--- src/sv/tlh_pkg.sv ---
// Shared constants and types for the text line hash block.
`default_nettype none

package tlh_pkg;

    localparam int SUM_W   = 32;
    localparam int HALF_W  = 16;
    localparam int SHIFT_W = 4;
    localparam int CHAR_W  = 8;
    localparam int HASH_W  = 17;

    localparam logic [SHIFT_W-1:0] SHIFT_STEP   = 4'd7;
    localparam logic [CHAR_W-1:0]  CHAR_TAB     = 8'd9;
    localparam logic [CHAR_W-1:0]  CHAR_NEWLINE = 8'd10;
    localparam logic [CHAR_W-1:0]  CHAR_SPACE   = 8'd32;
    localparam logic [SUM_W-1:0]   SUM_INIT     = 32'd1;

    // One result leaving the hash core.
    typedef struct packed {
        logic              valid;
        logic [HASH_W-1:0] hash;
        logic              is_end;
    } t_tlh_res;

endpackage

`default_nettype wire

--- src/sv/text_line_hash.sv ---
// Top level of the text line hash: input register, hash core, result register.
`default_nettype none

// Hashes a byte stream line by line. One byte is accepted every cycle while
// ready is high; a result (the folded 17-bit hash of a line, or an end
// marker) follows the newline or end beat that causes it: the beat sits in
// the input register, the result in the result register. The whole per-byte
// update (barrel shift of the byte, 32-bit add, two 16-bit folds) sits
// between those two registers. Ready drops only while a byte sits in the
// input register and a result waits at the output with m_axis_tready low.
module text_line_hash
    import tlh_pkg::*;
(
    input  wire logic        i_clk,
    input  wire logic        i_rst_n,
    input  wire logic        i_cfg_wen,
    input  wire logic        i_cfg_wdata,    // ignore_blanks
    input  wire logic        s_axis_tvalid,
    output logic             s_axis_tready,
    input  wire logic [7:0]  s_axis_tdata,   // [7:0] char_code
    input  wire logic        s_axis_tlast,   // end_of_input
    output logic             m_axis_tvalid,
    input  wire logic        m_axis_tready,
    output logic [23:0]      m_axis_tdata,   // [16:0] hash_value, [23:17] zero
    output logic             m_axis_tlast    // is_end
);

    logic              r_ignore_blanks;
    logic              r_in_valid;
    logic [CHAR_W-1:0] r_in_char;
    logic              r_in_last;
    logic              r_out_valid;
    logic [HASH_W-1:0] r_out_hash;
    logic              r_out_end;

    logic     advance;
    t_tlh_res res;

    assign advance       = !r_out_valid || m_axis_tready;
    assign s_axis_tready = !r_in_valid || advance;

    tlh_core u_core (
        .i_clk           (i_clk),
        .i_rst_n         (i_rst_n),
        .i_step          (r_in_valid && advance),
        .i_char          (r_in_char),
        .i_eoi           (r_in_last),
        .i_ignore_blanks (r_ignore_blanks),
        .o_res           (res)
    );

    always_ff @(posedge i_clk) begin
        if (!i_rst_n) begin
            r_ignore_blanks <= 1'b0;
        end else if (i_cfg_wen) begin
            r_ignore_blanks <= i_cfg_wdata;
        end
    end

    always_ff @(posedge i_clk) begin
        if (!i_rst_n) begin
            r_in_valid <= 1'b0;
        end else if (s_axis_tready) begin
            r_in_valid <= s_axis_tvalid;
        end
    end

    always_ff @(posedge i_clk) begin
        if (s_axis_tready && s_axis_tvalid) begin
            r_in_char <= s_axis_tdata[CHAR_W-1:0];
            r_in_last <= s_axis_tlast;
        end
    end

    always_ff @(posedge i_clk) begin
        if (!i_rst_n) begin
            r_out_valid <= 1'b0;
        end else if (advance) begin
            r_out_valid <= res.valid;
        end
    end

    always_ff @(posedge i_clk) begin
        if (advance && res.valid) begin
            r_out_hash <= res.hash;
            r_out_end  <= res.is_end;
        end
    end

    assign m_axis_tvalid = r_out_valid;
    assign m_axis_tdata  = {{(24-HASH_W){1'b0}}, r_out_hash};
    assign m_axis_tlast  = r_out_end;

`ifndef NO_ASSERTIONS
    // An end beat that leaves the input register shows up as a zero end marker.
    a_end_marker: assert property (@(posedge i_clk) disable iff (!i_rst_n)
        r_in_valid && r_in_last && advance |=>
            m_axis_tvalid && m_axis_tlast && (m_axis_tdata == 24'd0))
        else $error("end beat did not produce end marker");

    // The double fold never exceeds 0x10000.
    a_hash_range: assert property (@(posedge i_clk) disable iff (!i_rst_n)
        m_axis_tvalid |-> (m_axis_tdata <= 24'h010000))
        else $error("folded hash out of range");

    // A result only goes away after it was taken.
    a_out_drop: assert property (@(posedge i_clk) disable iff (!i_rst_n)
        m_axis_tvalid && !m_axis_tready |=> m_axis_tvalid)
        else $error("result dropped while stalled");

    // A byte in the input register is never overwritten while held.
    a_in_hold: assert property (@(posedge i_clk) disable iff (!i_rst_n)
        r_in_valid && !advance |=> r_in_valid && $stable(r_in_char) && $stable(r_in_last))
        else $error("held input beat lost");
`endif

endmodule

`default_nettype wire

--- src/sv/tlh_core.sv ---
// Per-line hash state and the combinational update for one byte.
`default_nettype none

module tlh_core
    import tlh_pkg::*;
(
    input  wire logic              i_clk,
    input  wire logic              i_rst_n,
    input  wire logic              i_step,
    input  wire logic [CHAR_W-1:0] i_char,
    input  wire logic              i_eoi,
    input  wire logic              i_ignore_blanks,
    output t_tlh_res               o_res
);

    logic [SUM_W-1:0]   r_sum;
    logic [SHIFT_W-1:0] r_shift;
    logic               r_pending;

    logic [SUM_W-1:0]   n_sum;
    logic [SHIFT_W-1:0] n_shift;
    logic               n_pending;

    logic               blank;
    logic [SHIFT_W-1:0] shift_eff;
    logic [SUM_W-1:0]   addend;
    logic [HALF_W:0]    fold1;
    logic [HALF_W:0]    fold2;

    assign blank     = (i_char == CHAR_SPACE) || (i_char == CHAR_TAB);
    // A blank run in ignore mode costs one extra shift step before the next byte.
    assign shift_eff = (r_pending && i_ignore_blanks) ? r_shift + SHIFT_STEP : r_shift;
    assign addend    = {{(SUM_W-CHAR_W){1'b0}}, i_char} << shift_eff;

    assign fold1 = {1'b0, r_sum[HALF_W-1:0]} + {1'b0, r_sum[SUM_W-1:HALF_W]};
    assign fold2 = {1'b0, fold1[HALF_W-1:0]} + {{HALF_W{1'b0}}, fold1[HALF_W]};

    always_comb begin
        n_sum         = r_sum;
        n_shift       = r_shift;
        n_pending     = r_pending;
        o_res.valid   = 1'b0;
        o_res.hash    = '0;
        o_res.is_end  = 1'b0;
        if (i_step) begin
            if (i_eoi) begin
                n_sum        = SUM_INIT;
                n_shift      = '0;
                n_pending    = 1'b0;
                o_res.valid  = 1'b1;
                o_res.is_end = 1'b1;
            end else if (i_char == CHAR_NEWLINE) begin
                n_sum       = SUM_INIT;
                n_shift     = '0;
                n_pending   = 1'b0;
                o_res.valid = 1'b1;
                o_res.hash  = fold2;
            end else if (i_ignore_blanks && blank) begin
                n_pending = 1'b1;
            end else begin
                n_sum     = r_sum + addend;
                n_shift   = shift_eff + SHIFT_STEP;
                n_pending = 1'b0;
            end
        end
    end

    always_ff @(posedge i_clk) begin
        if (!i_rst_n) begin
            r_sum     <= SUM_INIT;
            r_shift   <= '0;
            r_pending <= 1'b0;
        end else begin
            r_sum     <= n_sum;
            r_shift   <= n_shift;
            r_pending <= n_pending;
        end
    end

endmodule

`default_nettype wire

--- config.mk ---
export PLATFORM = sky130hd
export DESIGN_NAME = text_line_hash
export DESIGN_NICKNAME = d
export VERILOG_FILES = /design/src/sv/tlh_pkg.sv /design/src/sv/text_line_hash.sv /design/src/sv/tlh_core.sv
export SDC_FILE = /design/constraint.sdc
export NUM_CORES = 1
export LEC_CHECK = 0
export ABC_CLOCK_PERIOD_IN_PS = 4500
export BUFFER_PORTS_ARGS = -buffer_cell sky130_fd_sc_hd__buf_2
export CAP_MARGIN = 20
export CORE_MARGIN = 10
export CORE_UTILIZATION = 40
export DETAILED_ROUTE_END_ITERATION = 8
export PLACE_DENSITY = 0.67
export SLEW_MARGIN = 20
export SYNTH_ARGS = -nofsm -noshare
export SYNTH_HDL_FRONTEND = slang
export SYNTH_HIERARCHICAL = 1
export SYNTH_SLANG_ARGS = --single-unit
--- constraint.sdc ---
create_clock -name i_clk -period 4.5 [get_ports i_clk]
set_input_delay 1.35 -clock i_clk [delete_from_list [all_inputs] [get_ports i_clk]]
set_output_delay 1.35 -clock i_clk [all_outputs]
set_load 0.05 [all_outputs]
==> metrics, run 1 <==
port bufs 34; Setup crit start u_core/r_sum[16]$_SDFFE_PN0P_; min-delay src u_core/r_sum[3]$_SDFFE_PN0P_; Int Pwr 1110 uW; Filler Cell Count 1302; Area contributors post-synth edfxtp_1 15%, dfxtp_1 15%, ha_1 11%; Sw Ratio 28.0%; RD Place Congestion 0.963; Worst Path Arrival 4.34 ns; die footprint 0.0183 mm^2; CTS Buf Count 9; r2r worst-path depth 18; share of layout cells above drive strength 1 14.2%; Tmin final 4.28 ns; Hold WS 0.495 ns; Util after Layout 45.8%; clock transition at the registers of the reported paths 0.05 ns; setup slack, reg-to-reg 0.22 ns; vias in the first global route 4443; Net Switching 434 uW; fmax 0.234 GHz; Fin Clk Skew 0.00658 ns; status finished, final reports clean; xor/xnor share of the synthesized area 10.2%; Post-synth EDFFs 27; Layout Area Growth over Synthesis 13.2%; CP Capture Type flop; Yosys top cell by area edfxtp_1; CTS tree yes; Worst slew margin 53.2%; Adder-Cell Fraction of Synth Area 11.4%; grt total ovfl 0; peak supply drop 0.170 mV; first-pass GRT wire length 21700 um; total number of yosys warnings 6; sequential power share 42.9%; mux cell area share after synthesis 1.88%; initial antenna violation count 0; Primary FF master, synth dfxtp_1; WHS Path Cells 2; post-synthesis compound-gate area fraction 22.6%; P per Cell Area 257 mW/mm^2; HP Class reg2reg; largest family of logic cells by synthesized area compound AO/OA/AOI/OAI gates; Yosys top cell area share 15.3%; Yosys cell types 74; via count 4681; RR Endpoint r_out_hash[14]$_DFFE_PP_; I/O pin count 42; Worst-Skew Late Latency 0.33 ns; most frequent cells in the layout 75 x nand2_1, 58 x nor2_1, 44 x ha_1, 43 x a21oi_1, 43 x o21ai_0; Synth Area per Inst 8.47 um^2; Starting Density 40.4%; critical path type reg2reg; die height 135 um; pin count of the biggest net entering global routing 23; final setup violation count 0; Synth Area in Simple Gates 19.7%; placed standard-cell area 0.00569 mm^2; router iterations before antenna repair 5; MaxCap Viol Count 0; clock sink total 67; async set or reset register ratio after synthesis 0%; Final ANT Viol Nets 0; root buffer cell clkbuf_16; sequential-to-total area share from yosys stat 30.3%; drt total wl 13600 um; vias per cell 5.50; critical path required time 4.56 ns; period utilisation layout 95.1%; Pleak 0.00251 uW; Mapped Area 0.00531 mm^2; num rows 42; origin of the critical flop-to-flop path u_core/r_sum[16]$_SDFFE_PN0P_; Final nets 732; gr usage total 14.6%; Routed WL per cell 16.0 um; clk buf depth 2; Die Wd 135 um; Slew Viols, Final 0; DR DRC count 0; WHS Endpoint u_core/r_sum[3]$_SDFFE_PN0P_; Worst-Margin Slew 0.700 ns; final hold violation count 0; DR iter-0 viols 391; commonest non-fill, non-tap cell in the layout nand2_1; DP HPWL 10800 um; Synth Register Bits 67; Finished Cell Area 0.00602 mm^2; clock network power share 40.2%; core area 0.0131 mm^2; Max FO, Critical Path 4; Antenna diodes 0; combinational share of power 16.9%; hold_buf cts 0; H-tree depth 3; crit path launch type flop; Mapped Cells 627
[logic make-up after synthesis]
family,count (synthesis)
simple gates,218
compound gates,180
flops,67
xor+xnor,60
fa+ha+maj,47
buf+inv,44
mux,10
other cells,1
[worst max-delay path, cell delays in order, from the launching register on]
cell	delay [ns]
dfxtp_2	0.41
ha_4	0.18
inv_1	0.05
fa_1	0.40
and2b_1	0.25
o2111ai_2	0.17
a31oi_2	0.26
o2111ai_1	0.17
a31oi_2	0.26
a21o_1	0.14
a21o_1	0.18
ha_1	0.19
ha_1	0.17
and3_1	0.19
and2_2	0.20
nand4_1	0.15
or3_4	0.39
xnor2_1	0.16
nor2_1	0.05
[registers in the layout, summed over array words and instances, names as in the netlist]
name and flops:
r_ignore_blanks 1, r_out_hash 17, u_core/r_shift 4, u_core/r_pending 1, r_in_char 8, u_core/r_sum 32
m_axis_tvalid 1, m_axis_tlast 1, r_in_last 1, r_in_valid 1
[per-stage QoR]
stage | setup TNS [ns] | setup slack, ns | std cells | total power (uW)
floorplan | 0 | 0.566 | 633 | 873
global placement | 0 | 0.110 | 833 | 924
detailed placement | 0 | 0.0168 | 833 | 930
CTS | 0 | 0.0191 | 849 | 1560
global route | -0.0589 | -0.0324 | 851 | 1620
finish | 0 | 0.221 | 851 | 1550
[cell usage after synthesis, drive strengths merged, types with 6 or more instances]
master	number
nand2	75
nor2	60
o21ai	50
a21oi	45
ha	45
dfxtp	40
xnor2	38
edfxtp	27
inv	23
xor2	22
a21o	19
nand3	19
buf	13
nor2b	12
a31oi	11
mux2i	10
nor3	10
o21a	9
and3	8
clkbuf	8
o31ai	8
a21boi	7
o22ai	7
and2	6
[power by group through the flow]
stage | Combinational (uW) | Clock (uW) | Sequential, uW
2_1_floorplan | 190 | 0 | 682
3_3_place_gp | 249 | 0 | 675
3_5_place_dp | 254 | 0 | 676
4_1_cts | 255 | 640 | 663
5_1_grt | 284 | 666 | 667
6_report | 261 | 623 | 664
[how the worst max path moves through the flow]
stage,to,slack [ns],depth (start not counted)
after floorplan,u_core/r_sum[24]$_SDFFE_PN0P_,0.57,16
after global placement,r_out_hash[14]$_DFFE_PP_,0.11,18
after detailed placement,r_out_hash[14]$_DFFE_PP_,0.02,18
after CTS,r_out_hash[14]$_DFFE_PP_,0.02,18
after global routing,r_out_hash[14]$_DFFE_PP_,-0.03,18
final,r_out_hash[14]$_DFFE_PP_,0.22,18
[final cells by class]
class	count	area (um^2)	area share (%)
multi-input combinational	522	3570	59.4
inverter	23	86.3	1.44
clock buffer	13	240	3.99
timing repair buffer	47	268	4.45
clock inverter	3	15.0	0.250
tap	176	220	3.66
sequential	67	1610	26.8
[per-layer routing]
layer	share of wire, %	vias to the layer above	track usage [%]
li1	-	2324	-
met1	45	2212	18.4
met2	47	131	24.0
met3	6.1	14	3.67
met4	1.7	0	4.61
met5	0	-	0
[what timing repair did]
item / in CTS / in global routing
setup endpoints to repair: 0 / 15
resized for setup: 0 / 14
buffers inserted: 0 / 2
No activity file was read; power rests on OpenSTA's default activity.
==> run 2, diff against run 1 <==
Settings changed: CELL_PAD_IN_SITES_DETAIL_PLACEMENT set to 1, CELL_PAD_IN_SITES_GLOBAL_PLACEMENT set to 2, CORE_UTILIZATION 40 to 37, PLACE_DENSITY 0.67 to 0.9.
==> run 2 against run 1 <==
Compared with the run above:
- cell area up 1.1%
- via count is 1.8% higher
- cell count is 1.2% higher
- sequential share of layout area is 0.29 points lower
- worst hold slack better by 0.019 ns
- die area grew 6.9%
- largest cell class unchanged
- largest power group unchanged
==> metrics, run 2 (synthesized netlist as in run 1, its figures left out) <==
status finished, final reports clean (unchanged); router iterations before antenna repair 4 (was 5); Slew Viols, Final 0 (unchanged); critical path type reg2reg (unchanged); DR DRC count 0 (unchanged); DR iter-0 viols 232 (was 391); first-pass GRT wire length 25100 um (was 21700 um); Net Switching 461 uW (was 434 uW); drt total wl 15500 um (was 13600 um); clock sink total 67 (unchanged); Sw Ratio 28.9% (was 28.0%); Routed WL per cell 18.0 um (was 16.0 um); Pleak 0.00254 uW (was 0.00251 uW); die footprint 0.0196 mm^2 (was 0.0183 mm^2); Worst-Margin Slew 0.743 ns (was 0.700 ns); crit path launch type flop (unchanged); via count 4767 (was 4681); Worst-Skew Late Latency 0.34 ns (was 0.33 ns); share of layout cells above drive strength 1 15.0% (was 14.2%); clock transition at the registers of the reported paths 0.06 ns (was 0.05 ns); H-tree depth 3 (unchanged); Filler Cell Count 1706 (was 1302); critical path required time 4.56 ns (about the same); initial antenna violation count 0 (unchanged); placed standard-cell area 0.00575 mm^2 (was 0.00569 mm^2); Finished Cell Area 0.00608 mm^2 (was 0.00602 mm^2); CTS Buf Count 9 (unchanged); DP HPWL 12300 um (was 10800 um); max FFs per register 32 (unchanged); Final nets 738 (was 732); vias in the first global route 4980 (was 4443); grt total ovfl 0 (unchanged); die height 140 um (was 135 um); multi-input logic area 0.00357 mm^2 (unchanged); fin worst setup slack 0.318 ns (was 0.221 ns); CTS tree yes (unchanged); Int Pwr 1140 uW (was 1110 uW); biggest registers after layout u_core/r_sum: 32 flops, r_out_hash: 17 flops, r_in_char: 8 flops (unchanged); register with the most flip-flops u_core/r_sum (unchanged); Starting Density 38.0% (was 40.4%); HP Class reg2reg (unchanged); post-CTS setup buffers 0 (unchanged); Final ANT Viol Nets 0 (unchanged); Storage cell area 0.00161 mm^2 (unchanged); fmax 0.239 GHz (was 0.234 GHz); Crit path largest cell delay 0.39 ns (was 0.41 ns); peak supply drop 0.157 mV (was 0.170 mV); Die Wd 140 um (was 135 um); clk buf depth 2 (unchanged); CP Capture Type flop (unchanged); final setup violation count 0 (unchanged); Antenna diodes 0 (unchanged); most frequent cells in the layout 75 x nand2_1, 58 x nor2_1, 44 x o21ai_0, 44 x ha_1, 43 x a21oi_1 (was 75 x nand2_1, 58 x nor2_1, 44 x ha_1, 43 x a21oi_1, 43 x o21ai_0); crit path cell chain ha_4, inv_1, fa_1, and2b_1, o2111ai_2, a31oi_2, o2111ai_1, a31oi_2, a21o_1, a21o_1, ha_1, ha_1, and3_1, and2_2, nand4_1, or3_4, xnor2_1, nor2_1 (unchanged); RD Place Congestion 0.945 (was 0.963); RSZ-0062 raised after global routing false; final hold violation count 0 (unchanged); period utilisation layout 92.9% (was 95.1%); Fin Clk Skew 0.00576 ns (was 0.00658 ns); core area 0.0140 mm^2 (was 0.0131 mm^2); I/O pin count 42 (unchanged); num rows 43 (was 42); port bufs 34 (unchanged); Layout Area Growth over Synthesis 14.5% (was 13.2%); Hold WS 0.514 ns (was 0.495 ns); Worst slew margin 50.3% (was 53.2%); CP max-delay cell dfxtp_1 (was dfxtp_2); setup TNS 0 ns (unchanged); sequential power share 41.7% (was 42.9%); Worst Path Arrival 4.24 ns (was 4.34 ns); vias per cell 5.54 (was 5.50); Place WS 0.0336 ns (was 0.0168 ns); P per Cell Area 262 mW/mm^2 (was 257 mW/mm^2); combinational share of power 17.3% (was 16.9%); root buffer cell clkbuf_16 (unchanged); Max FO, Critical Path 4 (unchanged); pin count of the biggest net entering global routing 23 (unchanged); commonest non-fill, non-tap cell in the layout nand2_1 (unchanged); MaxCap Viol Count 0 (unchanged); Tmin final 4.18 ns (was 4.28 ns); gr usage total 15.5% (was 14.6%); clock network power share 41.0% (was 40.2%)
run 2: power groups by stage:
stage / logic, uW / registers, uW / clock network (uW)
after CTS: 273 / 665 / 667
after global placement: 263 / 676 / 0
final: 277 / 666 / 654
after detailed placement: 271 / 677 / 0
after floorplan: 190 / 682 / 0
after global routing: 305 / 667 / 694
run 2: cell type report:
class / count / area share (%)
multi-input cells: 522 / 58.7
flip-flops and latches: 67 / 26.5
repair buffers: 53 / 5.14
clock buffers: 11 / 3.99
well taps: 180 / 3.70
inverters: 23 / 1.42
clock inverters: 5 / 0.473
run 2: worst max-delay path, delay by kind of cell (launching register included):
family | cells | cell delay (ns)
AND/OR/NAND/NOR | 6 | 1.27
AO/OA/AOI/OAI | 6 | 1.06
adder cells (fa/ha/maj) | 4 | 0.96
flip-flops | 1 | 0.39
XOR/XNOR | 1 | 0.16
buffers and inverters | 1 | 0.06
run 2: path summary, 6_finish.rpt:
| check | end | from | cells after the start | slack, ns |
|---|---|---|---|---|
| hold reg to reg | u_core/r_shift[3]$_SDFFE_PN0P_ | u_core/r_shift[3]$_SDFFE_PN0P_ | 2 | 0.51 |
| setup / recovery | r_out_hash[14]$_DFFE_PP_ | u_core/r_sum[16]$_SDFFE_PN0P_ | 18 | 0.32 |
| hold / removal | u_core/r_shift[3]$_SDFFE_PN0P_ | u_core/r_shift[3]$_SDFFE_PN0P_ | 2 | 0.51 |
| setup reg to reg | r_out_hash[14]$_DFFE_PP_ | u_core/r_sum[16]$_SDFFE_PN0P_ | 18 | 0.32 |
run 2: per-stage QoR:
| step | std cells | util, % | total power, uW |
|---|---|---|---|
| finish | 861 | 43.5 | 1600 |
| global route | 861 | 43.5 | 1670 |
| CTS | 861 | 43.1 | 1610 |
| detailed placement | 845 | 41.1 | 949 |
| global placement | 845 | 41.1 | 939 |
| floorplan | 633 | - | 873 |
run 2: metal layers:
metal,share of wire [%],global-route usage [%]
met5,0,0
met4,1.7,5.54
met3,5.1,3.16
met2,49,26.9
met1,44,18.4
run 2: what timing repair did:
item / in CTS / in global routing
resized for setup: 1 / 12
hold buffers: 0 / 0
endpoints found under the hold margin: 0 / 0
setup endpoints to repair: 2 / 14
